**src/rtl/rhp_pkg.sv**
```systemverilog
// Package for the RTP header parser: widths, item codes, status codes and the
// command record passed from the parse front end to the output back end.
// No dependencies.
`timescale 1ns / 1ps
`default_nettype none

package rhp_pkg;

	// Byte offset counter width, saturating at its maximum
	localparam int OFFSET_BITS = 19;
	// Header length register width
	localparam int HLEN_BITS = 19;
	// Compare width that holds offset + 1 and the header length
	localparam int CMP_BITS = ((OFFSET_BITS > HLEN_BITS) ? OFFSET_BITS : HLEN_BITS) + 1;

	// Fixed header size in bytes and the number of stored bytes (1 to 11)
	localparam int FIXED_HDR_BYTES = 12;
	localparam int STORED_BYTES = FIXED_HDR_BYTES - 1;
	localparam int STORE_IDX_BITS = $clog2(STORED_BYTES);

	// Expected RTP version
	localparam logic [1:0] RTP_VERSION = 2'd2;

	// Command queue between front and back
	localparam int QUEUE_DEPTH = 4;
	localparam int QPTR_BITS = $clog2(QUEUE_DEPTH);
	localparam int QCNT_BITS = $clog2(QUEUE_DEPTH + 1);

	typedef enum logic [1:0] {
		KIND_HEADER  = 2'd0,
		KIND_PAYLOAD = 2'd1,
		KIND_END     = 2'd2
	} kind_t;

	typedef enum logic [1:0] {
		STATUS_OK          = 2'd0,
		STATUS_SHORT       = 2'd1,
		STATUS_BAD_VERSION = 2'd2,
		STATUS_TRUNCATED   = 2'd3
	} status_t;

	// One classified byte: which results it causes and their contents
	typedef struct packed {
		logic        emit_header;
		logic        emit_payload;
		logic        emit_end;
		status_t     status;
		logic        marker_bit;
		logic [6:0]  payload_type;
		logic [15:0] sequence_number;
		logic [31:0] time_stamp;
		logic [31:0] source_id;
		logic [7:0]  payload_value;
	} cmd_t;

endpackage

`default_nettype wire

```
**src/rtl/rhp_front.sv**
```systemverilog
// Parse front end: accepts datagram bytes, tracks the header layout and
// classifies each byte into a command for the queue. Depends on rhp_pkg.
`timescale 1ns / 1ps
`default_nettype none

module rhp_front (
	input  wire logic        clk,
	input  wire logic        arst_n,
	input  wire logic        byte_valid,
	output logic             byte_stall,
	input  wire logic [7:0]  data_byte,
	input  wire logic        end_of_datagram,
	input  wire logic        queue_full,
	output logic             push,
	output rhp_pkg::cmd_t    cmd
);
	import rhp_pkg::*;

	logic [OFFSET_BITS-1:0] byte_offset_q;
	logic [HLEN_BITS-1:0]   header_length_q;
	logic [3:0]             csrc_count_q;
	logic                   ext_present_q;
	logic [7:0]             ext_words_high_q;
	logic                   version_bad_q;
	logic                   header_done_q;
	logic [7:0]             fixed_bytes_q [STORED_BYTES];

	logic                   fire;
	logic [HLEN_BITS-1:0]   hlen_n;
	logic [3:0]             csrc_n;
	logic                   ext_n;
	logic [7:0]             ewh_n;
	logic                   vbad_n;
	logic                   hit;
	logic                   done_n;
	logic [6:0]             ext_base;
	logic [7:0]             byte11;
	logic                   store_en;
	logic [STORE_IDX_BITS-1:0] store_idx;

	assign byte_stall = queue_full;
	assign fire = byte_valid && !byte_stall;

	always_comb begin
		hlen_n = header_length_q;
		csrc_n = csrc_count_q;
		ext_n = ext_present_q;
		ewh_n = ext_words_high_q;
		vbad_n = version_bad_q;
		hit = 1'b0;
		ext_base = 7'(FIXED_HDR_BYTES) + {1'b0, csrc_n, 2'b00};
		if (!header_done_q) begin
			if (byte_offset_q == '0) begin
				vbad_n = (data_byte[7:6] != RTP_VERSION);
				csrc_n = data_byte[3:0];
				ext_n = data_byte[4];
				hlen_n = HLEN_BITS'(FIXED_HDR_BYTES) + HLEN_BITS'({data_byte[3:0], 2'b00})
					+ (data_byte[4] ? HLEN_BITS'(4) : '0);
				ext_base = 7'(FIXED_HDR_BYTES) + {1'b0, data_byte[3:0], 2'b00};
			end
			if (ext_n) begin
				if (byte_offset_q == OFFSET_BITS'(ext_base + 7'd2)) begin
					ewh_n = data_byte;
				end else if (byte_offset_q == OFFSET_BITS'(ext_base + 7'd3)) begin
					hlen_n = header_length_q
						+ HLEN_BITS'({ext_words_high_q, data_byte, 2'b00});
				end
			end
			hit = !vbad_n && (CMP_BITS'(byte_offset_q) + CMP_BITS'(1) == CMP_BITS'(hlen_n));
		end
		done_n = header_done_q || hit;
	end

	// Bytes 1 to 11 go to the store; byte 11 may be needed in its own cycle
	assign store_en = !header_done_q && (byte_offset_q != '0)
		&& (byte_offset_q <= OFFSET_BITS'(STORED_BYTES));
	assign store_idx = STORE_IDX_BITS'(byte_offset_q - OFFSET_BITS'(1));
	assign byte11 = (byte_offset_q == OFFSET_BITS'(STORED_BYTES)) ? data_byte
		: fixed_bytes_q[STORED_BYTES-1];

	always_comb begin
		cmd = '0;
		cmd.emit_header = hit;
		cmd.emit_payload = header_done_q;
		cmd.emit_end = end_of_datagram;
		if (done_n) begin
			cmd.status = STATUS_OK;
		end else if (byte_offset_q < OFFSET_BITS'(STORED_BYTES)) begin
			cmd.status = STATUS_SHORT;
		end else if (vbad_n) begin
			cmd.status = STATUS_BAD_VERSION;
		end else begin
			cmd.status = STATUS_TRUNCATED;
		end
		cmd.marker_bit = fixed_bytes_q[0][7];
		cmd.payload_type = fixed_bytes_q[0][6:0];
		cmd.sequence_number = {fixed_bytes_q[1], fixed_bytes_q[2]};
		cmd.time_stamp = {fixed_bytes_q[3], fixed_bytes_q[4], fixed_bytes_q[5],
			fixed_bytes_q[6]};
		cmd.source_id = {fixed_bytes_q[7], fixed_bytes_q[8], fixed_bytes_q[9], byte11};
		cmd.payload_value = data_byte;
	end

	assign push = fire && (cmd.emit_header || cmd.emit_payload || cmd.emit_end);

	always_ff @(posedge clk) begin
		if (fire && store_en) begin
			fixed_bytes_q[store_idx] <= data_byte;
		end
	end

	always_ff @(posedge clk or negedge arst_n) begin
		if (!arst_n) begin
			byte_offset_q <= '0;
			header_length_q <= HLEN_BITS'(FIXED_HDR_BYTES);
			csrc_count_q <= '0;
			ext_present_q <= 1'b0;
			ext_words_high_q <= '0;
			version_bad_q <= 1'b0;
			header_done_q <= 1'b0;
		end else if (fire) begin
			if (end_of_datagram) begin
				byte_offset_q <= '0;
				header_length_q <= HLEN_BITS'(FIXED_HDR_BYTES);
				csrc_count_q <= '0;
				ext_present_q <= 1'b0;
				ext_words_high_q <= '0;
				version_bad_q <= 1'b0;
				header_done_q <= 1'b0;
			end else begin
				if (byte_offset_q != '1) begin
					byte_offset_q <= byte_offset_q + OFFSET_BITS'(1);
				end
				header_length_q <= hlen_n;
				csrc_count_q <= csrc_n;
				ext_present_q <= ext_n;
				ext_words_high_q <= ewh_n;
				version_bad_q <= vbad_n;
				header_done_q <= done_n;
			end
		end
	end

	a_done_needs_good_version: assert property (@(posedge clk) disable iff (!arst_n)
		header_done_q |-> !version_bad_q)
		else $error("header done with bad version");

	a_payload_only_after_header: assert property (@(posedge clk) disable iff (!arst_n)
		(push && cmd.emit_payload) |-> !cmd.emit_header)
		else $error("payload and header from one byte");

	a_end_always_pushed: assert property (@(posedge clk) disable iff (!arst_n)
		(fire && end_of_datagram) |-> push)
		else $error("end of datagram without command");

endmodule

`default_nettype wire

```
**src/rtl/rhp_queue.sv**
```systemverilog
// Short command queue between parse front end and output back end.
// Register array with one read port. Depends on rhp_pkg.
`timescale 1ns / 1ps
`default_nettype none

module rhp_queue (
	input  wire logic          clk,
	input  wire logic          arst_n,
	input  wire logic          push,
	input  rhp_pkg::cmd_t      cmd_in,
	output logic               full,
	output logic               valid,
	output rhp_pkg::cmd_t      cmd_out,
	input  wire logic          pop
);
	import rhp_pkg::*;

	cmd_t                 entry_q [QUEUE_DEPTH];
	logic [QPTR_BITS-1:0] wr_ptr_q;
	logic [QPTR_BITS-1:0] rd_ptr_q;
	logic [QCNT_BITS-1:0] count_q;

	assign full = (count_q == QCNT_BITS'(QUEUE_DEPTH));
	assign valid = (count_q != '0);
	assign cmd_out = entry_q[rd_ptr_q];

	always_ff @(posedge clk) begin
		if (push) begin
			entry_q[wr_ptr_q] <= cmd_in;
		end
	end

	always_ff @(posedge clk or negedge arst_n) begin
		if (!arst_n) begin
			wr_ptr_q <= '0;
			rd_ptr_q <= '0;
			count_q <= '0;
		end else begin
			if (push) begin
				wr_ptr_q <= wr_ptr_q + QPTR_BITS'(1);
			end
			if (pop) begin
				rd_ptr_q <= rd_ptr_q + QPTR_BITS'(1);
			end
			if (push && !pop) begin
				count_q <= count_q + QCNT_BITS'(1);
			end else if (pop && !push) begin
				count_q <= count_q - QCNT_BITS'(1);
			end
		end
	end

	a_no_push_full: assert property (@(posedge clk) disable iff (!arst_n)
		push |-> !full)
		else $error("push into full queue");

	a_no_pop_empty: assert property (@(posedge clk) disable iff (!arst_n)
		pop |-> valid)
		else $error("pop from empty queue");

	a_count_bound: assert property (@(posedge clk) disable iff (!arst_n)
		count_q <= QCNT_BITS'(QUEUE_DEPTH))
		else $error("queue count out of range");

endmodule

`default_nettype wire

```
**src/rtl/rhp_back.sv**
```systemverilog
// Output back end: expands each queued command into one or two result
// transactions and holds them in the output register. Depends on rhp_pkg.
`timescale 1ns / 1ps
`default_nettype none

module rhp_back (
	input  wire logic        clk,
	input  wire logic        arst_n,
	input  wire logic        cmd_valid,
	input  rhp_pkg::cmd_t    cmd,
	output logic             cmd_pop,
	output logic             result_valid,
	input  wire logic        result_stall,
	output logic [1:0]       kind,
	output logic             marker_bit,
	output logic [6:0]       payload_type,
	output logic [15:0]      sequence_number,
	output logic [31:0]      time_stamp,
	output logic [31:0]      source_id,
	output logic [7:0]       payload_value,
	output logic [1:0]       status,
	output logic             last_of_run
);
	import rhp_pkg::*;

	logic        second_q;
	logic        valid_q;
	kind_t       kind_q;
	logic        marker_q;
	logic [6:0]  ptype_q;
	logic [15:0] seq_q;
	logic [31:0] ts_q;
	logic [31:0] ssrc_q;
	logic [7:0]  payload_q;
	status_t     status_q;
	logic        last_q;

	logic        load;
	logic        two_items;
	logic        item_last;
	kind_t       item_kind;

	assign load = cmd_valid && (!valid_q || !result_stall);
	assign two_items = cmd.emit_end && (cmd.emit_header || cmd.emit_payload);
	assign item_last = second_q || !two_items;
	assign cmd_pop = load && item_last;

	always_comb begin
		if (second_q || (!cmd.emit_header && !cmd.emit_payload)) begin
			item_kind = KIND_END;
		end else if (cmd.emit_header) begin
			item_kind = KIND_HEADER;
		end else begin
			item_kind = KIND_PAYLOAD;
		end
	end

	always_ff @(posedge clk) begin
		if (load) begin
			kind_q <= item_kind;
			last_q <= item_last;
			marker_q <= 1'b0;
			ptype_q <= '0;
			seq_q <= '0;
			ts_q <= '0;
			ssrc_q <= '0;
			payload_q <= '0;
			status_q <= STATUS_OK;
			unique case (item_kind)
				KIND_HEADER: begin
					marker_q <= cmd.marker_bit;
					ptype_q <= cmd.payload_type;
					seq_q <= cmd.sequence_number;
					ts_q <= cmd.time_stamp;
					ssrc_q <= cmd.source_id;
				end
				KIND_PAYLOAD: begin
					payload_q <= cmd.payload_value;
				end
				KIND_END: begin
					status_q <= cmd.status;
				end
				default: begin
					status_q <= STATUS_OK;
				end
			endcase
		end
	end

	always_ff @(posedge clk or negedge arst_n) begin
		if (!arst_n) begin
			valid_q <= 1'b0;
			second_q <= 1'b0;
		end else begin
			if (load) begin
				valid_q <= 1'b1;
				second_q <= !item_last;
			end else if (!result_stall) begin
				valid_q <= 1'b0;
			end
		end
	end

	assign result_valid = valid_q;
	assign kind = kind_q;
	assign marker_bit = marker_q;
	assign payload_type = ptype_q;
	assign sequence_number = seq_q;
	assign time_stamp = ts_q;
	assign source_id = ssrc_q;
	assign payload_value = payload_q;
	assign status = status_q;
	assign last_of_run = last_q;

	a_second_is_end: assert property (@(posedge clk) disable iff (!arst_n)
		second_q |-> (cmd_valid && cmd.emit_end))
		else $error("second item without end request");

	a_hold_on_stall: assert property (@(posedge clk) disable iff (!arst_n)
		(valid_q && result_stall) |=> (valid_q && $stable(kind_q) && $stable(last_q)))
		else $error("output changed while stalled");

	a_first_of_two_not_end: assert property (@(posedge clk) disable iff (!arst_n)
		(valid_q && !last_q) |-> (kind_q != KIND_END))
		else $error("end item not last of its run");

endmodule

`default_nettype wire

```
**src/rtl/rtp_header_parser.sv**
```systemverilog
// Top level of the RTP header parser: front end, command queue, back end.
// Depends on rhp_pkg, rhp_front, rhp_queue and rhp_back.
// Path: an accepted byte's command is registered in the queue entry, then its result in the output register.
// Throughput: one byte per cycle while the queue has a free entry; a final byte that also completes the header or
// carries payload yields two results, which the single output register sends one after the other.
// Reset (arst_n low, asynchronous): parse state, queue and output valid clear.
`timescale 1ns / 1ps
`default_nettype none

module rtp_header_parser (
	input  wire logic        clk,
	input  wire logic        arst_n,
	// byte input transaction
	input  wire logic        byte_valid,
	output logic             byte_stall,
	input  wire logic [7:0]  data_byte,
	input  wire logic        end_of_datagram,
	// result output transaction
	output logic             result_valid,
	input  wire logic        result_stall,
	output logic [1:0]       kind,
	output logic             marker_bit,
	output logic [6:0]       payload_type,
	output logic [15:0]      sequence_number,
	output logic [31:0]      time_stamp,
	output logic [31:0]      source_id,
	output logic [7:0]       payload_value,
	output logic [1:0]       status,
	output logic             last_of_run
);
	import rhp_pkg::*;

	// Classified byte from the front end toward the queue
	logic push;
	cmd_t cmd_push;
	logic queue_full;

	// Head of the queue toward the back end
	logic queue_valid;
	cmd_t cmd_head;
	logic queue_pop;

	// Front end: parse the header layout and classify every byte.
	// Stall the byte input only when the queue has no free entry.
	rhp_front u_front (
		.clk             (clk),
		.arst_n          (arst_n),
		.byte_valid      (byte_valid),
		.byte_stall      (byte_stall),
		.data_byte       (data_byte),
		.end_of_datagram (end_of_datagram),
		.queue_full      (queue_full),
		.push            (push),
		.cmd             (cmd_push)
	);

	// Queue: decouple parsing from the result side so either can stall alone.
	rhp_queue u_queue (
		.clk     (clk),
		.arst_n  (arst_n),
		.push    (push),
		.cmd_in  (cmd_push),
		.full    (queue_full),
		.valid   (queue_valid),
		.cmd_out (cmd_head),
		.pop     (queue_pop)
	);

	// Back end: expand each command into its result transactions, advance
	// whenever the output register is empty or being drained.
	rhp_back u_back (
		.clk             (clk),
		.arst_n          (arst_n),
		.cmd_valid       (queue_valid),
		.cmd             (cmd_head),
		.cmd_pop         (queue_pop),
		.result_valid    (result_valid),
		.result_stall    (result_stall),
		.kind            (kind),
		.marker_bit      (marker_bit),
		.payload_type    (payload_type),
		.sequence_number (sequence_number),
		.time_stamp      (time_stamp),
		.source_id       (source_id),
		.payload_value   (payload_value),
		.status          (status),
		.last_of_run     (last_of_run)
	);

endmodule

`default_nettype wire
```
**config.mk**
```make
export PLATFORM = sky130hd
export DESIGN_NAME = rtp_header_parser
export DESIGN_NICKNAME = d
export VERILOG_FILES = /design/src/rtl/rhp_pkg.sv /design/src/rtl/rhp_front.sv /design/src/rtl/rhp_queue.sv /design/src/rtl/rhp_back.sv /design/src/rtl/rtp_header_parser.sv
export SDC_FILE = /design/constraint.sdc
export NUM_CORES = 1
export LEC_CHECK = 0
export BUFFER_PORTS_ARGS = -buffer_cell sky130_fd_sc_hd__buf_2
export CAP_MARGIN = 20
export CORE_UTILIZATION = 30
export CTS_CLUSTER_DIAMETER = 200
export DETAILED_ROUTE_END_ITERATION = 16
export PLACE_DENSITY = 0.49
export RECOVER_POWER = 100
export SLEW_MARGIN = 10
export SYNTH_ARGS = -nofsm -noshare
export SYNTH_HDL_FRONTEND = slang
export SYNTH_SLANG_ARGS = --single-unit
```
**constraint.sdc**
```tcl
create_clock -name clk -period 8.37 [get_ports clk]
set_clock_uncertainty 0.05 [all_clocks]
set_input_delay 0.837 -clock clk [delete_from_list [all_inputs] [get_ports clk]]
set_output_delay 0.837 -clock clk [all_outputs]
set_load 0.005 [all_outputs]
```
Word-level counts from Yosys, hierarchy flattened
Memories as Yosys holds them, arrays and structs flattened.
Cells that the tools add are included.
W data, S select, Z words.
Cells by class
  order comparisons: 2
  reductions and logical operators: 42
  add/subtract/negate cells: 14
  equal/unequal tests: 11
  muxes and demuxes: 43
Operators with widths (count)
  $mux W19: 9
  $mux W8: 5
  $eq A19 B8 Y1: 2
  $add A4 B6 Y7 const A: 3
  $add A19 B1 Y20 const B: 1
  $eq A20 B19 Y1: 1
  $add A19 B1 Y19 const B: 1
  $add A19 B18 Y19: 1
  $add A19 B19 Y19: 1
  $eq A19 B4 Y1 const B: 1
  $le A19 B4 Y1 const B: 1
  $logic_not A19 Y1: 1
  $lt A19 B4 Y1 const B: 1
  $ne A19 B19 Y1 const B: 1
  $reduce_bool A19 Y1: 1
  $mux W1: 18
  $add A7 B2 Y8 const B: 2
  $mux W7: 2
  $logic_and A1 B1 Y1: 12
  $mux W4: 3
  $logic_not A1 Y1: 11
  $reduce_bool A2 Y1: 5
  $mux W3: 3
  $logic_or A1 B1 Y1: 6
  15 further kinds: 20
Word-level totals
  word-level logic and storage cells: 135
  bits in registers: 163
  memory bits (writable): 492
  memories: 2
  input port bits: 13
Memory list
  u_queue.entry_q: words 4, bits a word 101, read ports 1, clocked after Yosys merged registers in 0, wr ports 1, line rhp_queue.sv:18  | cmd_t entry_q [QUEUE_DEPTH];
  u_front.fixed_bytes_q: words 11, bits a word 8, read ports 11, clocked after Yosys merged registers in 0, wr ports 1, line rhp_front.sv:26  | logic [7:0] fixed_bytes_q [STORED_BYTES];

Depth between registers and ports, before layout
  word-level depth: 19
  mapped depth: 19
  depth with buffers taken out: 19

By module
A second synthesis with hierarchy kept.
Unflattened totals
  cell total of the unflattened synthesis: 1455
  area, all modules: 26442.9 um^2
Modules (own cells, without submodules)
  rhp_queue: cells an instance 562, area an instance 15039.4 um^2, times used 1
  rhp_front: cells an instance 672, area an instance 7576.0 um^2, times used 1
  rhp_back: cells an instance 221, area an instance 3827.4 um^2, times used 1

Least setup slack after synthesis
No wires, ideal clock.
  path kind: in2reg
  from: input port result_stall
  to: register u_queue.count_q[1]
  buffers on the path: 0
  data required time: 8.195 ns
  setup slack: 0.624 ns
  cell stages on the path: 6
  data arrival time: 7.571 ns
  cells stage by stage: a21oi_1 nand2_1 ha_1 inv_1 fa_1 mux2_2
On the way
  cells in the longest elaborated chain, start to end: 7
  elaborated cells on any way between the ends: 9
  those cells by class: 1 x mux; 8 x reduce/logical
RTL lines
  start: declaration: line rtp_header_parser.sv:20  | input wire logic result_stall,
  $logic_not A1 Y1 *: line rhp_back.sv:43  | assign load = cmd_valid && (!valid_q || !result_stall);
  $logic_or A1 B1 Y1 *: line rhp_back.sv:43
  $logic_and A1 B1 Y1 *: line rhp_back.sv:43
  $logic_and A1 B1 Y1 *: line rhp_back.sv:46  | assign cmd_pop = load && item_last;
  $logic_not A1 Y1: line rhp_queue.sv:45  | if (push && !pop) begin
  $logic_and A1 B1 Y1: line rhp_queue.sv:45
  $mux W3 / $reduce_bool A2 Y1 (equally long branches)
  end signal: assignment: line rhp_queue.sv:46  | count_q <= count_q + QCNT_BITS'(1);
  end signal: assignment: line rhp_queue.sv:48  | count_q <= count_q - QCNT_BITS'(1);
  end: declaration: line rhp_queue.sv:21  | logic [QCNT_BITS-1:0] count_q;
Mark *: on every way between the ends. The rest lies on a longest branch, timed or not.
A chain may end at the register's enable or synchronous reset.

Worst setup path in the final report
  from: input port data_byte[2]
  to: memory u_queue.entry_q[1][41] (netlist name) (enable)
On the way
  cells in the longest elaborated chain, start to end: 17
  elaborated cells on any way between the ends: 23
  those cells by class: 6 x add/sub; 3 x eq/ne; 10 x mux; 4 x reduce/logical
RTL lines
  start: declaration: line rtp_header_parser.sv:16  | input wire logic [7:0] data_byte,
  $add A4 B6 Y7: line rhp_front.sv:57, rhp_front.sv:59
  $mux W7: line rhp_front.sv:53  | if (byte_offset_q == '0) begin
  $mux W7: line rhp_front.sv:52  | if (!header_done_q) begin
  $add A7 B2 Y8: line rhp_front.sv:64  | end else if (byte_offset_q == OFFSET_BITS'(ext_base + 7'd3)) begin
  $eq A19 B8 Y1: line rhp_front.sv:64
  $mux W19: line rhp_front.sv:64
  $mux W19: line rhp_front.sv:62  | if (byte_offset_q == OFFSET_BITS'(ext_base + 7'd2)) begin
  $mux W19 *: line rhp_front.sv:61  | if (ext_n) begin
  $mux W19 *: line rhp_front.sv:52
  $eq A20 B19 Y1 *: line rhp_front.sv:69  | hit = !vbad_n && (CMP_BITS'(byte_offset_q) + CMP_BITS'(1) == CMP_BITS'(hlen_n));
  $logic_and A1 B1 Y1 *: line rhp_front.sv:69
  $mux W1 *: line rhp_front.sv:52
  $logic_or A1 B1 Y1 * (2 in a row): line rhp_front.sv:104  | assign push = fire && (cmd.emit_header || cmd.emit_payload || cmd.emit_end);
  $logic_and A1 B1 Y1 *: line rhp_front.sv:104
  via push: line rtp_header_parser.sv:34  | logic push;
  $mux W1 *: line rhp_queue.sv:28  | if (push) begin
  $mux W1 (implied by the code) *: line rhp_queue.sv:29  | entry_q[wr_ptr_q] <= cmd_in;
  end: declaration: line rhp_queue.sv:18
Mark *: on every way through the listed nets, which the timed path passes. The rest lies on a longest branch. The select of a mux whose other input is x is not followed.

==> summary.md <==
| Metric | Value |
|---|---|
| Count of hold-fix buffers inserted at cts | 0 |
| Total core area | 0.08675 mm2 |
| Worst min-delay path startpoint | u_front.fixed_bytes_q[8][2] |
| Pin count of the biggest net entering global routing | 92 |
| Library cells used by synthesis | 83 |
| Launch instance of the worst register-to-register path | u_front.byte_offset_q[0] |
| Placed cell count | 2,705 |
| Aggregate global routing overflow | 0 |
| Unrepaired setup endpoints after global routing | false |
| Clock tree from TritonCTS | yes |
| Number of standard cells in the final layout excluding fillers | 2,830 |
| Minimum clock period | 6.865 ns |
| Layout overhead on the synthesized area | 15.60% |
| Wire length after detailed routing | 62,260 um |
| IO Pins | around 120 |
| Total track usage | 14.01% |
| Die Ht | about 300 um |
| Number of antenna violations at the first check in global routing | 3 |
| Number of nets in the synthesized netlist | 1,523 |
| Total standard cell area after synthesis | between 0.02 and 0.03 mm2 |
| Crit path max fanout | 32 |
| Source-to-sink clock delay at the later pin of the worst-skew pair | 0.61 ns |
| Highest achievable clock rate | 0.1457 GHz |
| Post-CTS setup buffer count | 0 |
| Sequential share of the synthesized area | 73.63% |
| Starting DRC count in detailed routing | 956 |
| Length of the first detailed-routing pass in iterations | 5 |
| Outcome | complete, but fails checks |
| Post-DP HPWL | 37,790 um |
| Required time of the critical path | 8.54 ns |
| Max Root-Sink Buffers | 3 |
| Post-synth ARST share | 9.466% |
| Total Neg Setup Slack | 0 ns |
| Startpoint kind of the worst setup timing path | primary input |
| Detailed-route vias per instance | 4.849 |
| Path class of the lowest-slack min-delay path | flip-flop to flip-flop |
| Critical Path Sink Type | flip-flop |
| Placement Rows | 108 |
| Start point of the critical path | data_byte[2] |
| Number of nets with antenna violations after routing | 0 |
| Number of max-slew violations in the final report | 362 |
| Synthesized netlist cell count | 1,478 |
| Area of the die | 0.08884 mm2 |
| X dimension of the die | 298.1 um |
| Type of the worst setup path | primary input to flip-flop |
| Detail-routed net length per standard cell | roughly 22 um |
| Violations in the final reports | max-capacitance violations, max-slew violations |
| Commonest non-fill, non-tap cells in the layout | 593 x edfxtp_1, 101 x mux4_2, 99 x and3_1, 91 x clkbuf_1, 70 x clkbuf_16 |
| Detailed-route DRC error count | 0 |
| Power density over cell area | 325.4 mW/mm2 |
| Rel. slew slack | -173.0% |
| Transition at the pin with the smallest max-transition slack | 4.095 ns |
| Resized Gates After CTS | 0 |
| Net count, final | between 1,500 and 2,000 |
| Global-route wire length before repair | 93,160 um |
| Clock buffer count from CTS | 70 |
| Worst supply voltage drop on vdd | 166.6 uV |
| Number of max-capacitance violations reported | 11 |
| Buffers on Ports | about 120 |
| Number of synthesized register bits | 655 |
| CTS H-tree lvls | 3 |
| Final setup violating endpoints | 0 |
| YS warnings | 0 |
| Routability-driven placement congestion ratio | 0.8591 |
| Initial Utilization | 30.31% |
| Post-synthesis area per instance | roughly 18 um2 |
| Period utilization | 82.02% |
| Most common cell after layout, fill and taps aside | edfxtp_1 |
| Number of enable-type register cells in the synthesized netlist | just under 600 |
| Number of sinks handled by clock tree synthesis | 655 |
| Via count | 13,720 |
| Inserted Diodes | 0 |
| Via count of the first global-routing pass | 14,270 |
| Clock slew at the register clock pins of the worst setup and hold paths | 0.06 ns |
| Leakage power total | 10.36 nW |
| Arrival time at the worst endpoint | about 7 ns |
| Clock tree root buffer cell | clkbuf_16 |
| Most used DFF post-synth | edfxtp_1 |
| Final Hold Vio Count | 0 |
| Share of final-layout standard cells stronger than drive strength 1 | about 17% |
==> sequential cells by signal, summed over array words and instances, names as in the netlist <==
signal	count
u_back.kind	2
u_back.last_of_run	1
u_back.marker_bit	1
u_back.payload_type	7
u_back.payload_value	8
u_back.result_valid	1
u_back.second_q	1
u_back.sequence_number	16
u_back.source_id	32
u_back.status	2
u_back.time_stamp	32
u_front.byte_offset_q	19
u_front.csrc_count_q	4
u_front.ext_present_q	1
u_front.ext_words_high_q	8
u_front.fixed_bytes_q	88
u_front.header_done_q	1
u_front.header_length_q	19
u_front.version_bad_q	1
u_queue.count_q	3
u_queue.entry_q	404
u_queue.rd_ptr_q	2
u_queue.wr_ptr_q	2
==> cells in the mapped netlist (all sizes together) (5+ instances only) <==
master	count	area [um2]
o21ai	59	295.3
o21a	7	52.55
a22oi	5	37.54
mux4	101	2275
nand2	64	240.2
nor3	20	105.1
dfrtp	60	1501
nor2	41	153.9
xnor2	25	219.0
xor2	24	210.2
a22o	21	183.9
buf	25	120.1
edfxtp	593	17810
nor4	13	108.9
nand4	10	68.81
and2	17	106.4
o211ai	6	45.04
a211oi	6	45.04
nand3	24	120.1
a31oi	7	58.81
mux2i	5	50.05
clkbuf	44	166.4
ha	30	375.4
inv	27	101.4
nor4b	6	58.80
a21oi	23	115.1
o22ai	5	31.28
nor2b	16	100.1
mux2	11	123.9
or3	11	68.82
and3	99	619.3
==> path summary, 6_finish.rpt <==
path / to / slack (ns) / cells after the start
min in group asynchronous: u_front.ext_words_high_q[7] / 1.60 / 2
min: u_queue.entry_q[0][26] / 0.44 / 0
max: u_queue.entry_q[1][41] / 1.50 / 12
max reg2reg: u_queue.entry_q[1][41] / 1.68 / 14
min reg2reg: u_queue.entry_q[0][26] / 0.44 / 0
max in group asynchronous: u_queue.rd_ptr_q[0] / 3.95 / 2
==> logic make-up after synthesis <==
kind of cell / after synthesis / share of synthesized area, %
flip-flops: 655 / 73.63
AO/OA/AOI/OAI: 180 / 4.782
XOR/XNOR: 51 / 1.803
adder cells (fa/ha/maj): 32 / 1.580
AND/OR/NAND/NOR: 346 / 7.408
multiplexers: 117 / 9.312
buffers and inverters: 97 / 1.489
==> metal layers <==
layer	share of wire, %	global-route usage, %	vias to the layer above
li1	-	-	6205
met1	44	18.68	7132
met2	50	23.55	310
met3	4.2	2.290	77
met4	1.7	3.932	0
met5	0	0	-
==> report_power, final <==
part / internal, W / total, W / switching, W / leakage, nW
logic: 0.00104 / 0.00239 / 0.00136 / 2.98
registers: 0.00424 / 0.00448 / 0.000242 / 6.30
clock network: 0.00176 / 0.00302 / 0.00126 / 1.08
==> worst max-delay path, stage by stage <==
cell and delay (ns):
clkbuf_1 1.13, o21ai_0 0.31, xor2_1 0.34, nor4_1 0.09, nor4b_1 0.48, nand4bb_1 0.60
or4_1 0.74, a21oi_1 0.14, or4b_1 0.59, a31oi_4 0.38, and2_4 0.50, clkbuf_2 0.83
==> stage by stage <==
| stage | cell area [um2] | utilization, % | setup WS (ns) | hold slack (ns) | total power, W |
|---|---|---|---|---|---|
| after detailed placement | 28330 | 32.66 | 1.764 | 0.4273 | 0.007006 |
| after CTS | 30560 | 35.23 | 2.341 | 0.4141 | 0.01006 |
| after global placement | 28310 | 32.63 | 1.817 | 0.4149 | 0.006976 |
| final | 30400 | 35.04 | 1.505 | 0.4354 | 0.009891 |
| after global routing | 30400 | 35.04 | 1.112 | 0.4305 | 0.01041 |
| after floorplan | 26300 | - | 0.6240 | 0.4065 | 0.006043 |
==> cell type report <==
cell class	count	area, um2
fill	8247	56350
sequential	655	19370
multi-input combinational	726	6549
clock buffer	87	1836
tap	1155	1445
timing repair buffer	141	705.7
clock inverter	38	390.4
inverter	28	105.1
(Power assumes the default switching activity.)
